--- config.mk ---
export PLATFORM = sky130hd
export DESIGN_NAME = lfu_cache_table
export DESIGN_NICKNAME = d
export VERILOG_FILES = /design/src/rtl/lct_pkg.sv /design/src/rtl/lct_ctrl.sv /design/src/rtl/lct_datapath.sv /design/src/rtl/lfu_cache_table.sv
export VERILOG_INCLUDE_DIRS = /design/src /design/src/rtl
export SDC_FILE = /design/constraint.sdc
export NUM_CORES = 2
export LEC_CHECK = 0
export ABC_AREA = 1
export BUFFER_PORTS_ARGS = -buffer_cell sky130_fd_sc_hd__buf_2
export CORE_MARGIN = 10
export CORE_UTILIZATION = 25
export CTS_CLUSTER_DIAMETER = 50
export DETAILED_ROUTE_END_ITERATION = 6
export MAX_ROUTING_LAYER = met4
export PLACE_DENSITY = 0.37
export SETUP_SLACK_MARGIN = 0.3
export SLEW_MARGIN = 10
export SYNTH_ARGS = -nofsm -noshare
export SYNTH_HDL_FRONTEND = slang
export SYNTH_SLANG_ARGS = --single-unit
--- constraint.sdc ---
create_clock -name clock -period 16.45 [get_ports clock]
set_input_delay 3.29 -clock clock [delete_from_list [all_inputs] [get_ports clock]]
set_output_delay 3.29 -clock clock [all_outputs]
set_load 0.05 [all_outputs]
--- src/rtl/lfu_cache_table_assert.svh ---
// ----------------------------------------------------------------------------
// LFU cache table assertion macros
// Concurrent assertion forms used by the table's datapath.
// ----------------------------------------------------------------------------
`ifndef LFU_CACHE_TABLE_ASSERT_SVH
`define LFU_CACHE_TABLE_ASSERT_SVH

// expression holds at every clock edge outside reset
`define LCT_ASSERT_ALWAYS(label, clk, rst, expr, msg) \
   label: assert property (@(posedge clk) disable iff (rst) (expr)) else $error(msg);

// antecedent implies consequent in the same cycle
`define LCT_ASSERT_IMPLY(label, clk, rst, ante, cons, msg) \
   label: assert property (@(posedge clk) disable iff (rst) (ante) |-> (cons)) \
      else $error(msg);

// antecedent implies consequent in the next cycle
`define LCT_ASSERT_NEXT(label, clk, rst, ante, cons, msg) \
   label: assert property (@(posedge clk) disable iff (rst) (ante) |=> (cons)) \
      else $error(msg);

`endif

--- src/rtl/lct_pkg.sv ---
// ----------------------------------------------------------------------------
// LFU cache table package
// Widths, codes, entry record and controller/datapath interface types.
// ----------------------------------------------------------------------------
package lct_pkg;

   localparam int TABLE_DEPTH = 16;
   localparam int IDX_W       = (TABLE_DEPTH > 1) ? $clog2(TABLE_DEPTH) : 1;
   localparam int OCC_W       = $clog2(TABLE_DEPTH + 1);
   localparam int CAP_W       = 5;
   localparam int LIM_W       = (OCC_W > CAP_W) ? OCC_W : CAP_W;
   localparam int KEY_W       = 32;
   localparam int VALUE_W     = 31;
   localparam int COUNT_W     = 32;
   localparam int STAMP_W     = 48;

   localparam logic [CAP_W-1:0] CAPACITY_RESET = CAP_W'(16);

   localparam logic CMD_GET = 1'b0;
   localparam logic CMD_PUT = 1'b1;

   typedef struct packed {
      logic [KEY_W-1:0]   key;
      logic [VALUE_W-1:0] value;
      logic [COUNT_W-1:0] count;
      logic [STAMP_W-1:0] stamp;
   } entry_type;

   typedef struct packed {
      logic load_req;
      logic scan;
      logic update;
      logic evict;
      logic insert;
      logic load_rsp;
   } ctrl_cmd_type;

   typedef struct packed {
      logic scan_last;
      logic hit;
      logic need_insert;
      logic need_evict;
      logic out_free;
   } ctrl_status_type;

   typedef enum logic [6:0] {
      ST_IDLE   = 7'b0000001,
      ST_SCAN   = 7'b0000010,
      ST_DRAIN  = 7'b0000100,
      ST_DECIDE = 7'b0001000,
      ST_UPDATE = 7'b0010000,
      ST_EVICT  = 7'b0100000,
      ST_INSERT = 7'b1000000
   } state_type;

endpackage

--- src/rtl/lct_ctrl.sv ---
// ----------------------------------------------------------------------------
// LFU cache table controller
// Sequences accept, table scan, decision, table update and result load.
// ----------------------------------------------------------------------------
module lct_ctrl (
   input  logic                     clock,
   input  logic                     reset,
   input  logic                     req_valid,
   output logic                     req_stall,
   input  lct_pkg::ctrl_status_type status,
   output lct_pkg::ctrl_cmd_type    cmd,
   output logic                     done
);

   lct_pkg::state_type state_ff;
   lct_pkg::state_type state_in;
   logic               done_ff;
   logic               done_in;

   always_comb begin
      state_in = state_ff;
      done_in  = done_ff;
      cmd      = '0;
      case (state_ff)
         lct_pkg::ST_IDLE: begin
            if (done_ff) begin
               if (status.out_free) begin
                  cmd.load_rsp = 1'b1;
                  done_in      = 1'b0;
               end
            end else if (req_valid) begin
               cmd.load_req = 1'b1;
               state_in     = lct_pkg::ST_SCAN;
            end
         end
         lct_pkg::ST_SCAN: begin
            cmd.scan = 1'b1;
            if (status.scan_last) begin
               state_in = lct_pkg::ST_DRAIN;
            end
         end
         lct_pkg::ST_DRAIN: begin
            state_in = lct_pkg::ST_DECIDE;
         end
         lct_pkg::ST_DECIDE: begin
            if (status.hit) begin
               state_in = lct_pkg::ST_UPDATE;
            end else if (status.need_insert && status.need_evict) begin
               state_in = lct_pkg::ST_EVICT;
            end else if (status.need_insert) begin
               state_in = lct_pkg::ST_INSERT;
            end else begin
               state_in = lct_pkg::ST_IDLE;
               done_in  = 1'b1;
            end
         end
         lct_pkg::ST_UPDATE: begin
            cmd.update = 1'b1;
            state_in   = lct_pkg::ST_IDLE;
            done_in    = 1'b1;
         end
         lct_pkg::ST_EVICT: begin
            cmd.evict = 1'b1;
            state_in  = lct_pkg::ST_INSERT;
         end
         lct_pkg::ST_INSERT: begin
            cmd.insert = 1'b1;
            state_in   = lct_pkg::ST_IDLE;
            done_in    = 1'b1;
         end
         default: begin
            state_in = lct_pkg::ST_IDLE;
            done_in  = 1'b0;
         end
      endcase
   end

   always_ff @(posedge clock) begin
      if (reset) begin
         state_ff <= lct_pkg::ST_IDLE;
         done_ff  <= 1'b0;
      end else begin
         state_ff <= state_in;
         done_ff  <= done_in;
      end
   end

   assign req_stall = (state_ff != lct_pkg::ST_IDLE) || done_ff;
   assign done      = done_ff;

endmodule

--- src/rtl/lct_datapath.sv ---
// ----------------------------------------------------------------------------
// LFU cache table datapath
// Entry memory, valid bits, scan compare, counters and result register.
// ----------------------------------------------------------------------------
`include "lfu_cache_table_assert.svh"

module lct_datapath (
   input  logic                                clock,
   input  logic                                reset,
   input  logic                                req_cmd,
   input  logic [lct_pkg::KEY_W-1:0]           req_key,
   input  logic [lct_pkg::VALUE_W-1:0]         req_value,
   output logic                                rsp_valid,
   input  logic                                rsp_stall,
   output logic                                rsp_hit,
   output logic [lct_pkg::VALUE_W-1:0]         rsp_read_value,
   input  logic                                csr_wr_en,
   input  logic [lct_pkg::CAP_W-1:0]           csr_wr_data,
   input  lct_pkg::ctrl_cmd_type               cmd,
   output lct_pkg::ctrl_status_type            status
);

   lct_pkg::entry_type entry_mem [lct_pkg::TABLE_DEPTH];

   logic [lct_pkg::TABLE_DEPTH-1:0] valid_ff;
   logic [lct_pkg::OCC_W-1:0]       occupancy_ff;
   logic [lct_pkg::STAMP_W-1:0]     clock_ff;
   logic [lct_pkg::CAP_W-1:0]       capacity_ff;

   logic                            cmd_ff;
   logic [lct_pkg::KEY_W-1:0]       key_ff;
   logic [lct_pkg::VALUE_W-1:0]     value_ff;

   logic [lct_pkg::IDX_W-1:0]       scan_addr_ff;
   logic                            rd_pend_ff;
   logic [lct_pkg::IDX_W-1:0]       rd_idx_ff;
   lct_pkg::entry_type              rd_rec_ff;

   logic                            match_found_ff;
   logic [lct_pkg::IDX_W-1:0]       match_idx_ff;
   lct_pkg::entry_type              match_rec_ff;

   logic                            victim_found_ff;
   logic [lct_pkg::IDX_W-1:0]       victim_idx_ff;
   logic [lct_pkg::COUNT_W-1:0]     best_count_ff;
   logic [lct_pkg::STAMP_W-1:0]     best_stamp_ff;

   logic                            rsp_valid_ff;
   logic                            rsp_hit_ff;
   logic [lct_pkg::VALUE_W-1:0]     rsp_read_value_ff;

   logic [lct_pkg::LIM_W-1:0]       limit;
   logic                            rd_live;
   logic                            better;
   logic                            free_found;
   logic [lct_pkg::IDX_W-1:0]       free_idx;
   logic [lct_pkg::STAMP_W-1:0]     next_stamp;
   logic                            mem_we;
   logic [lct_pkg::IDX_W-1:0]       mem_waddr;
   lct_pkg::entry_type              mem_wdata;
   logic                            ins_fire;

   always_comb begin
      if (lct_pkg::LIM_W'(capacity_ff) < lct_pkg::LIM_W'(lct_pkg::TABLE_DEPTH)) begin
         limit = lct_pkg::LIM_W'(capacity_ff);
      end else begin
         limit = lct_pkg::LIM_W'(lct_pkg::TABLE_DEPTH);
      end
   end

   assign rd_live = rd_pend_ff && valid_ff[rd_idx_ff];
   assign better  = !victim_found_ff || (rd_rec_ff.count < best_count_ff) ||
                    ((rd_rec_ff.count == best_count_ff) && (rd_rec_ff.stamp < best_stamp_ff));

   always_comb begin
      free_found = 1'b0;
      free_idx   = '0;
      for (int i = lct_pkg::TABLE_DEPTH - 1; i >= 0; i--) begin
         if (!valid_ff[i]) begin
            free_found = 1'b1;
            free_idx   = lct_pkg::IDX_W'(i);
         end
      end
   end

   assign next_stamp = clock_ff + lct_pkg::STAMP_W'(1);
   assign ins_fire   = cmd.insert && free_found;

   always_comb begin
      mem_we    = 1'b0;
      mem_waddr = match_idx_ff;
      mem_wdata = match_rec_ff;
      if (cmd.update) begin
         mem_we = 1'b1;
         if (match_rec_ff.count != '1) begin
            mem_wdata.count = match_rec_ff.count + lct_pkg::COUNT_W'(1);
         end
         mem_wdata.stamp = next_stamp;
         if (cmd_ff == lct_pkg::CMD_PUT) begin
            mem_wdata.value = value_ff;
         end
      end else if (ins_fire) begin
         mem_we          = 1'b1;
         mem_waddr       = free_idx;
         mem_wdata.key   = key_ff;
         mem_wdata.value = value_ff;
         mem_wdata.count = lct_pkg::COUNT_W'(1);
         mem_wdata.stamp = next_stamp;
      end
   end

   always_ff @(posedge clock) begin
      if (mem_we) begin
         entry_mem[mem_waddr] <= mem_wdata;
      end
   end

   always_ff @(posedge clock) begin
      rd_rec_ff <= entry_mem[scan_addr_ff];
      rd_idx_ff <= scan_addr_ff;
   end

   always_ff @(posedge clock) begin
      if (cmd.load_req) begin
         cmd_ff   <= req_cmd;
         key_ff   <= req_key;
         value_ff <= req_value;
      end
      if (rd_live && !match_found_ff && (rd_rec_ff.key == key_ff)) begin
         match_idx_ff <= rd_idx_ff;
         match_rec_ff <= rd_rec_ff;
      end
      if (rd_live && better) begin
         victim_idx_ff <= rd_idx_ff;
         best_count_ff <= rd_rec_ff.count;
         best_stamp_ff <= rd_rec_ff.stamp;
      end
      if (cmd.load_rsp) begin
         rsp_hit_ff <= match_found_ff;
         if (match_found_ff && (cmd_ff == lct_pkg::CMD_GET)) begin
            rsp_read_value_ff <= match_rec_ff.value;
         end else begin
            rsp_read_value_ff <= '0;
         end
      end
   end

   always_ff @(posedge clock) begin
      if (reset) begin
         valid_ff        <= '0;
         occupancy_ff    <= '0;
         clock_ff        <= '0;
         capacity_ff     <= lct_pkg::CAPACITY_RESET;
         scan_addr_ff    <= '0;
         rd_pend_ff      <= 1'b0;
         match_found_ff  <= 1'b0;
         victim_found_ff <= 1'b0;
         rsp_valid_ff    <= 1'b0;
      end else begin
         rd_pend_ff <= cmd.scan;
         if (csr_wr_en) begin
            capacity_ff <= csr_wr_data;
         end
         if (cmd.load_req) begin
            scan_addr_ff    <= '0;
            match_found_ff  <= 1'b0;
            victim_found_ff <= 1'b0;
         end else begin
            if (cmd.scan) begin
               scan_addr_ff <= scan_addr_ff + lct_pkg::IDX_W'(1);
            end
            if (rd_live && (rd_rec_ff.key == key_ff)) begin
               match_found_ff <= 1'b1;
            end
            if (rd_live) begin
               victim_found_ff <= 1'b1;
            end
         end
         if (cmd.update) begin
            clock_ff <= next_stamp;
         end
         if (cmd.evict) begin
            valid_ff[victim_idx_ff] <= 1'b0;
            occupancy_ff            <= occupancy_ff - lct_pkg::OCC_W'(1);
         end
         if (ins_fire) begin
            valid_ff[free_idx] <= 1'b1;
            occupancy_ff       <= occupancy_ff + lct_pkg::OCC_W'(1);
            clock_ff           <= next_stamp;
         end
         if (cmd.load_rsp) begin
            rsp_valid_ff <= 1'b1;
         end else if (!rsp_stall) begin
            rsp_valid_ff <= 1'b0;
         end
      end
   end

   assign status.scan_last   = scan_addr_ff == lct_pkg::IDX_W'(lct_pkg::TABLE_DEPTH - 1);
   assign status.hit         = match_found_ff;
   assign status.need_insert = (cmd_ff == lct_pkg::CMD_PUT) && (limit != '0);
   assign status.need_evict  = (lct_pkg::LIM_W'(occupancy_ff) >= limit) && victim_found_ff;
   assign status.out_free    = !rsp_valid_ff || !rsp_stall;

   assign rsp_valid      = rsp_valid_ff;
   assign rsp_hit        = rsp_hit_ff;
   assign rsp_read_value = rsp_read_value_ff;

   `LCT_ASSERT_ALWAYS(a_occ_matches_valid, clock, reset, $countones(valid_ff) == occupancy_ff, "occupancy disagrees with valid bits")
   `LCT_ASSERT_IMPLY(a_update_needs_match, clock, reset, cmd.update, match_found_ff, "update without a matching entry")
   `LCT_ASSERT_IMPLY(a_evict_needs_victim, clock, reset, cmd.evict, victim_found_ff && valid_ff[victim_idx_ff], "evict without a valid victim")
   `LCT_ASSERT_NEXT(a_insert_sets_slot, clock, reset, ins_fire, valid_ff[$past(free_idx)], "inserted slot not marked valid")

endmodule

--- src/rtl/lfu_cache_table.sv ---
// ----------------------------------------------------------------------------
// LFU cache table
// Sixteen-entry key/value table, least-frequently-used replacement with
// least-recently-used tie-break.
// ----------------------------------------------------------------------------
// Each request scans the table, then passes a drain, a decision step, the
// table write and the result load. The entry memory has one read port and
// is swept one entry per cycle, all 16 entries in each scan. The table
// write is an update on a hit, an insert for a put of a new key, an evict
// then an insert when that put must evict first, and nothing for a get
// miss or a put of a new key at zero capacity. The next request is taken
// once the result is loaded into the output register, so results may wait
// under rsp_stall while the following request is already transferred.
// The capacity register (reset 16, values above 16 act as 16) is written
// with csr_wr_en and must only be changed while the block is idle. On a put
// of a new key with the table at capacity, the entry with the lowest use
// count, and among those the oldest use, is dropped before the insert.
// ----------------------------------------------------------------------------
module lfu_cache_table (
   input  logic                        clock,
   input  logic                        reset,
   input  logic                        req_valid,
   output logic                        req_stall,
   input  logic                        req_cmd,
   input  logic [lct_pkg::KEY_W-1:0]   req_key,
   input  logic [lct_pkg::VALUE_W-1:0] req_value,
   output logic                        rsp_valid,
   input  logic                        rsp_stall,
   output logic                        rsp_hit,
   output logic [lct_pkg::VALUE_W-1:0] rsp_read_value,
   input  logic                        csr_wr_en,
   input  logic [lct_pkg::CAP_W-1:0]   csr_wr_data
);

   lct_pkg::ctrl_cmd_type    cmd;
   lct_pkg::ctrl_status_type status;
   logic                     done;
   logic                     ctrl_stall;

   lct_ctrl u_ctrl (
      .clock     (clock),
      .reset     (reset),
      .req_valid (req_valid),
      .req_stall (ctrl_stall),
      .status    (status),
      .cmd       (cmd),
      .done      (done)
   );

   lct_datapath u_datapath (
      .clock          (clock),
      .reset          (reset),
      .req_cmd        (req_cmd),
      .req_key        (req_key),
      .req_value      (req_value),
      .rsp_valid      (rsp_valid),
      .rsp_stall      (rsp_stall),
      .rsp_hit        (rsp_hit),
      .rsp_read_value (rsp_read_value),
      .csr_wr_en      (csr_wr_en),
      .csr_wr_data    (csr_wr_data),
      .cmd            (cmd),
      .status         (status)
   );

   assign req_stall = ctrl_stall || (done && !status.out_free);

endmodule

==> Word level (Yosys, flattened, before mapping) <==
Memories as Yosys holds them, arrays and structs flattened. A register that Yosys moved wholly into a read port is not among the register bits.
Index checks and enable logic that the tools add are counted.
{ "classes": {"n_addsub": 5, "magnitude_cmp": 9, "n_eq_ne": 19, "n_mux": 82, "bitwise": 5, "reduce_logical": 32} }
{ "ops": {"columns": ["op", "n"], "rows": [
  ["143-bit 2-to-1 mux", 1],
  ["111-bit 2-to-1 mux", 1],
  ["48-bit 2-to-1 mux", 2],
  ["4-bit 2-to-1 mux", 18],
  ["32-bit == test", 2],
  ["32-bit 2-to-1 mux", 2],
  ["48-bit by 1-bit adder with 48-bit output, second input constant", 1],
  ["48-bit less-than comparator", 1],
  ["16-bit 2-to-1 mux", 3],
  ["7-bit 2-to-1 mux", 6],
  ["1-bit 2-to-1 mux", 40],
  ["7-bit one-hot mux with 5 select lines", 1],
  ["32-bit by 1-bit adder with 32-bit output, second input constant", 1],
  ["32-bit less-than comparator", 1],
  ["32-bit inequality test, second input constant", 1],
  ["31-bit 2-to-1 mux", 1],
  ["16-bit bitwise AND", 1],
  ["16-bit inverter", 1],
  ["16-bit bitwise OR", 1],
  ["4-bit by 5-bit less-than comparator with 1-bit output, second input constant", 3],
  ["5-bit 2-to-1 mux", 3],
  ["1-bit logical AND", 14],
  ["2-bit inequality test, second input constant", 6],
  ["1-bit demux with 4-bit select", 2],
  ["27 further kinds", 39]
]} }
{ "word_totals": {"register_bits": 421, "mem_bits_rw": 2288, "input_bits": 74, "output_inout_bits": 34, "word_cells": 178, "mem_count": 1} }
{ "memory_table": {"columns": ["name", "words", "word_bits", "rd", "rd_ports_with_merged_regs", "write_ports", "line", "text"], "rows": [
  ["u_datapath.entry_mem", 16, 143, 1, 1, 1, "lct_datapath.sv:23", "lct_pkg::entry_type entry_mem [lct_pkg::TABLE_DEPTH];"]
]} }

==> Depth between registers and ports, before layout <==
{ "depth": {"ltp_word": 22, "depth_mapped": 19, "mapped_depth_nobuf": 19} }

==> By module <==
Synthesis repeated with hierarchy kept, for this count alone.
{ "unflattened": {"cells_unflattened": 8428, "area_unflattened_um2": 110404.6} }
{ "by_module_without_submodules": {"columns": ["module", "instances", "cells_each", "area_each_um2", "seq_area_each_um2"], "rows": [
  ["lct_datapath", 1, 8345, 109861.6, 83109.7],
  ["lct_ctrl", 1, 79, 528.0, 160.2],
  ["lfu_cache_table", 1, 4, 15.0, 0.0]
]} }

==> Worst setup path after synthesis <==
No wires, ideal clock.
{ "synth_path": {"kind": "reg2reg", "from": "register u_datapath.rd_idx_ff[0] (netlist name)", "to": "register u_datapath.match_idx_ff[0] (netlist name) (enable)", "setup_ns": 0.834, "arrival_time_ns": 11.151, "required_time_ns": 15.616, "setup_slack_ns": 4.465, "path_stages_with_launch": 8, "path_buffers": 1, "period_less_slack_ns": 11.985, "path_cell_list": "dfxtp_1 > clkbuf_1 > inv_1 > nor2_1 > o221a_2 > o31ai_1 > nand2_1 > nor3_1"} }
{ "synth_via": {"elab_chain_cells": 5} }
{ "synth_rtl": {"columns": ["item", "line", "text"], "rows": [
  ["from (decl)", "lct_datapath.sv:36", "logic [lct_pkg::IDX_W-1:0] rd_idx_ff;"],
  ["from (signal assigned)", "lct_datapath.sv:120", "rd_idx_ff <= scan_addr_ff;"],
  ["1-bit binary-select mux with 4-bit select", "lct_datapath.sv:71", "assign rd_live = rd_pend_ff && valid_ff[rd_idx_ff];"],
  ["1-bit 2-to-1 mux (implied by the code)", "lct_datapath.sv:71", null],
  ["1-bit logical AND", "lct_datapath.sv:71", null],
  ["1-bit logical AND (2 in series)", "lct_datapath.sv:129", "if (rd_live && !match_found_ff && (rd_rec_ff.key == key_ff)) begin"],
  ["to (signal assigned)", "lct_datapath.sv:130", "match_idx_ff <= rd_idx_ff;"],
  ["to (decl)", "lct_datapath.sv:40", "logic [lct_pkg::IDX_W-1:0] match_idx_ff;"]
]} }
Every way passes these cells. The select of a mux whose other input is x is not followed.
A chain may end at the register's enable or synchronous reset.

==> Worst setup path after layout <==
{ "layout_path": {"from": "register u_ctrl.state_ff[4]", "to": "output port req_stall"} }
{ "layout_via": {"elab_chain_cells": 3} }
{ "layout_rtl": {"columns": ["item", "line", "text"], "rows": [
  ["from (decl)", "lct_ctrl.sv:15", "lct_pkg::state_type state_ff;"],
  ["from (signal assigned)", "lct_ctrl.sv:80", "state_ff <= lct_pkg::ST_IDLE;"],
  ["from (signal assigned)", "lct_ctrl.sv:83", "state_ff <= state_in;"],
  ["7-bit by 1-bit inequality test with 1-bit output", "lct_ctrl.sv:88", "assign req_stall = (state_ff != lct_pkg::ST_IDLE) || done_ff;"],
  ["1-bit logical OR", "lct_ctrl.sv:88", null],
  ["1-bit logical OR", "lfu_cache_table.sv:66", "assign req_stall = ctrl_stall || (done && !status.out_free);"],
  ["to (decl)", "lfu_cache_table.sv:23", "output logic req_stall,"]
]} }
Every way passes these cells.

==> flow_summary.toml <==
[run_status]
outcome = "completed"

[global_route]
grt_overflow_total = 0
initial_antenna_violation_count = 9
gr-usage-all-layers_pct = 14.3
grt_first_pass_wirelength_um = 491000
grt_pass1_vias = 68294
pin_count_of_the_biggest_net_entering_global_routing = 185

[cells_and_area]
postLayoutCellArea_sq_mm = 0.131
layout.nets = 8430
layout.filler_cells = 44578
layout.cells.most_common_list = "2615 x edfxtp_1, 1408 x nor2_1, 791 x nand2_1, 648 x o21ai_0, 355 x clkbuf_16"
mostFrequentLayoutCell = "edfxtp_1"
seq_area_sq_mm = 0.0833
multi_input_area_sq_mm = 0.0252
layout-drive-gt1-share_pct = 10.5
flow.area_growth_from_synthesis_pct = 17.5

[timing]
crit_share_post_route_pct = 34.3
skew_ns = 0.0498
worst_pin_slew_ns = 1.21
setup-tns-final_ns = 0
final_hold_viol_count = 0
timing_max_transition_violations_final = 0
max_freq_mhz = 177
rsz_0062_raised_after_global_routing = "no"
max-slew-margin-rel_pct = 19.2
setup-violations-final = 0
final_critical_path_required_period_ns = 5.64

[power]
reported_leakage_power_nw = 41.6
power_per_cell_area_mw_per_mm2 = 122
vdd_ir_drop_max_v = 0.0000815

[synth]
post_synth_xor_area_fraction_pct = 0.653
synth-simple-area-share_pct = 9.85
ys_async_sr_fraction_pct = 0
post_synth_instance_area_sq_mm = 0.111
avgSynthCellArea_sq_um = 13.6
syn-instance-count = 8146
ys_types = 59
synthFlopType = "edfxtp_1"
synth_seq_area_share_pct = 74.9
synth_top_family_by_area = "simple AND/OR/NAND/NOR gates"
synth-seq-cells = 2852
syn_nets = 8311
synth-edff-count = 2615
yosysWarnings = 0
adder_cell_fraction_of_synth_area_pct = 1.03
synthMuxAreaShare_pct = 2.19
synth_compound_area_share_pct = 8.78

[clocking]
cts-buffers-inserted = 352
clock_tree.htree_level_count = 5
cts_root_buffer = "clkbuf_16"
cts-resized-gates = 0
worstSkewPairLatency_ns = 0.94
hold_buffers = 0
ctsLongestPathBuffers = 4
cts_clock_pin_slew_for_the_worst_setup_and_hold_paths_ns = 0.06
post-cts-setup-buffer-count = 0
cts_tree = "yes"
clock_sinks = 2852

[setup_path]
timing.rr.end = "u_datapath.entry_mem[9][131]"
rrSetupSlack_ns = 11.06
timing.critical_path.arrival_ns = 2.35
r2r_start = "u_ctrl.state_ff[2]"
critical_path.startpoint_type = "flop"
critical_path_peak_fanout = 5
worst_ep_required_time_ns = 13.16
setup.worst_path.end_class = "output port"
timing.reg2reg.worst_path_depth = 13
setup_cp_type = "flop to output port"
endpoint = "req_stall"
worst_setup_path_startpoint = "u_ctrl.state_ff[4]"

[die]
die-width_um = 687
start_util_pct = 25.1
die_height_um = 687
fp-row-count = 244
die_area_sq_mm = 0.471
io_pins = 108
coreArea_sq_mm = 0.442

[routing]
route.detailed.vias_per_inst = 4.63
detail_route.wirelength_um = 340000
num_vias = 67023
wl_per_cell_um = 23.5
drt-pass1-iter-count = 5
drt_drc = 0
ant_nets = 0
detailedRoute.firstIterationViolations = 5138

[placement]
port-buffer-count = 107
placement.cell_area_sq_mm = 0.119
place.detailed.hpwl_um = 171000
gp_routability_congestion = 0.785

[min_path]
timing.hold.worst_path_depth = 0
hp-class = "flop to flop"

[job]
maximum_capacitance_violations = 0
layer usage:
layer / up-vias / track usage (%) / wire length, um / part of all wire [%]
met1: 34420 / 19.3 / 159000 / 47
met4: 0 / 3.12 / 7170 / 2.1
met2: 1497 / 23.0 / 160000 / 47
li1: 30638 / - / - / -
met5: - / - / 0 / 0
met3: 468 / 1.94 / 14200 / 4.2
synth_stat cells (all sizes together), types with 2 or more instances:
cell | count | area share (%)
o22ai | 2 | 0.011
dfxtp | 237 | 4.3
nor4 | 26 | 0.17
a211oi | 2 | 0.014
o21bai | 3 | 0.020
nor3 | 46 | 0.22
o32ai | 332 | 2.6
o31ai | 5 | 0.034
o21ai | 653 | 2.9
a21oi | 163 | 0.75
nand2 | 798 | 2.7
ha | 90 | 1.0
inv | 234 | 0.79
clkinv | 2 | 0.0068
a31oi | 7 | 0.039
nand4 | 41 | 0.25
nor3b | 3 | 0.025
or2 | 3 | 0.017
mux2i | 243 | 2.2
o221ai | 243 | 1.9
nor2 | 1438 | 4.9
a21o | 5 | 0.034
edfxtp | 2615 | 71
o21a | 4 | 0.027
o211ai | 49 | 0.33
buf | 115 | 0.50
xor2 | 33 | 0.26
clkbuf | 369 | 1.2
nand3 | 327 | 1.5
xnor2 | 49 | 0.39
cell type report:
class / instances / area share [%]
antenna: 3 / 0.00575
clock inverter: 212 / 1.88
tap: 5904 / 5.66
inverter: 236 / 0.701
multi-input combinational: 4574 / 19.3
timing repair buffer: 249 / 1.36
clock buffer: 439 / 7.23
sequential: 2852 / 63.8
report_power, final:
group	internal, mW	switching, mW
clock	4.71	3.19
sequential	7.83	0.0271
combinational	0.0629	0.142
total	12.6	3.36
kinds of logic after synthesis:
family / count (synthesis)
flip-flops: 2852
AND/OR/NAND/NOR: 2685
AO/OA/AOI/OAI: 1473
buffers and inverters: 720
multiplexers: 243
adder cells (fa/ha/maj): 91
XOR/XNOR: 82
flip-flops by register name (all words and copies together), names as in the netlist, 16 cells and up:
name / cells
u_datapath.valid_ff: 16
u_datapath.entry_mem: 2288
u_datapath.value_ff: 31
u_datapath.rd_rec_ff: 143
u_datapath.match_rec_ff: 143
u_datapath.rsp_read_value: 31
u_datapath.key_ff: 32
u_datapath.best_count_ff: 32
u_datapath.best_stamp_ff: 48
u_datapath.clock_ff: 48
metrics by stage:
stage | hold slack, ns | power [mW] | utilization, % | worst slack [ns] | std cells
CTS | 0.400 | 16.2 | 29.5 | 10.69 | 14466
global placement | 0.386 | 8.22 | 26.8 | 10.88 | 13815
floorplan | 0.329 | 8.13 | - | 4.46 | 8146
global route | 0.408 | 16.5 | 29.5 | 10.54 | 14468
finish | 0.403 | 16.0 | 29.5 | 10.81 | 14469
detailed placement | 0.389 | 8.22 | 26.8 | 10.85 | 13815
worst min path at each step:
stage                               startpoint                           end  slack [ns]
floorplan           u_datapath.scan_addr_ff[2]       u_datapath.rd_idx_ff[2]        0.33
global placement      u_datapath.rd_rec_ff[91]   u_datapath.match_rec_ff[91]        0.39
detailed placement   u_datapath.rd_rec_ff[103]  u_datapath.match_rec_ff[103]        0.39
CTS                   u_datapath.rd_rec_ff[91]   u_datapath.match_rec_ff[91]        0.40
global route          u_datapath.rd_rec_ff[89]   u_datapath.match_rec_ff[89]        0.41
finish                u_datapath.rd_rec_ff[93]   u_datapath.match_rec_ff[93]        0.40
worst max-delay path, stage by stage, from the launching register on:
cell and delay [ns]:
dfxtp_1 0.37, nor2_1 0.15, nand2_1 0.14, nor2_1 0.24, nand2_1 0.26, buf_2 0.30
Note: power is estimated with default switching activity, not from simulation.
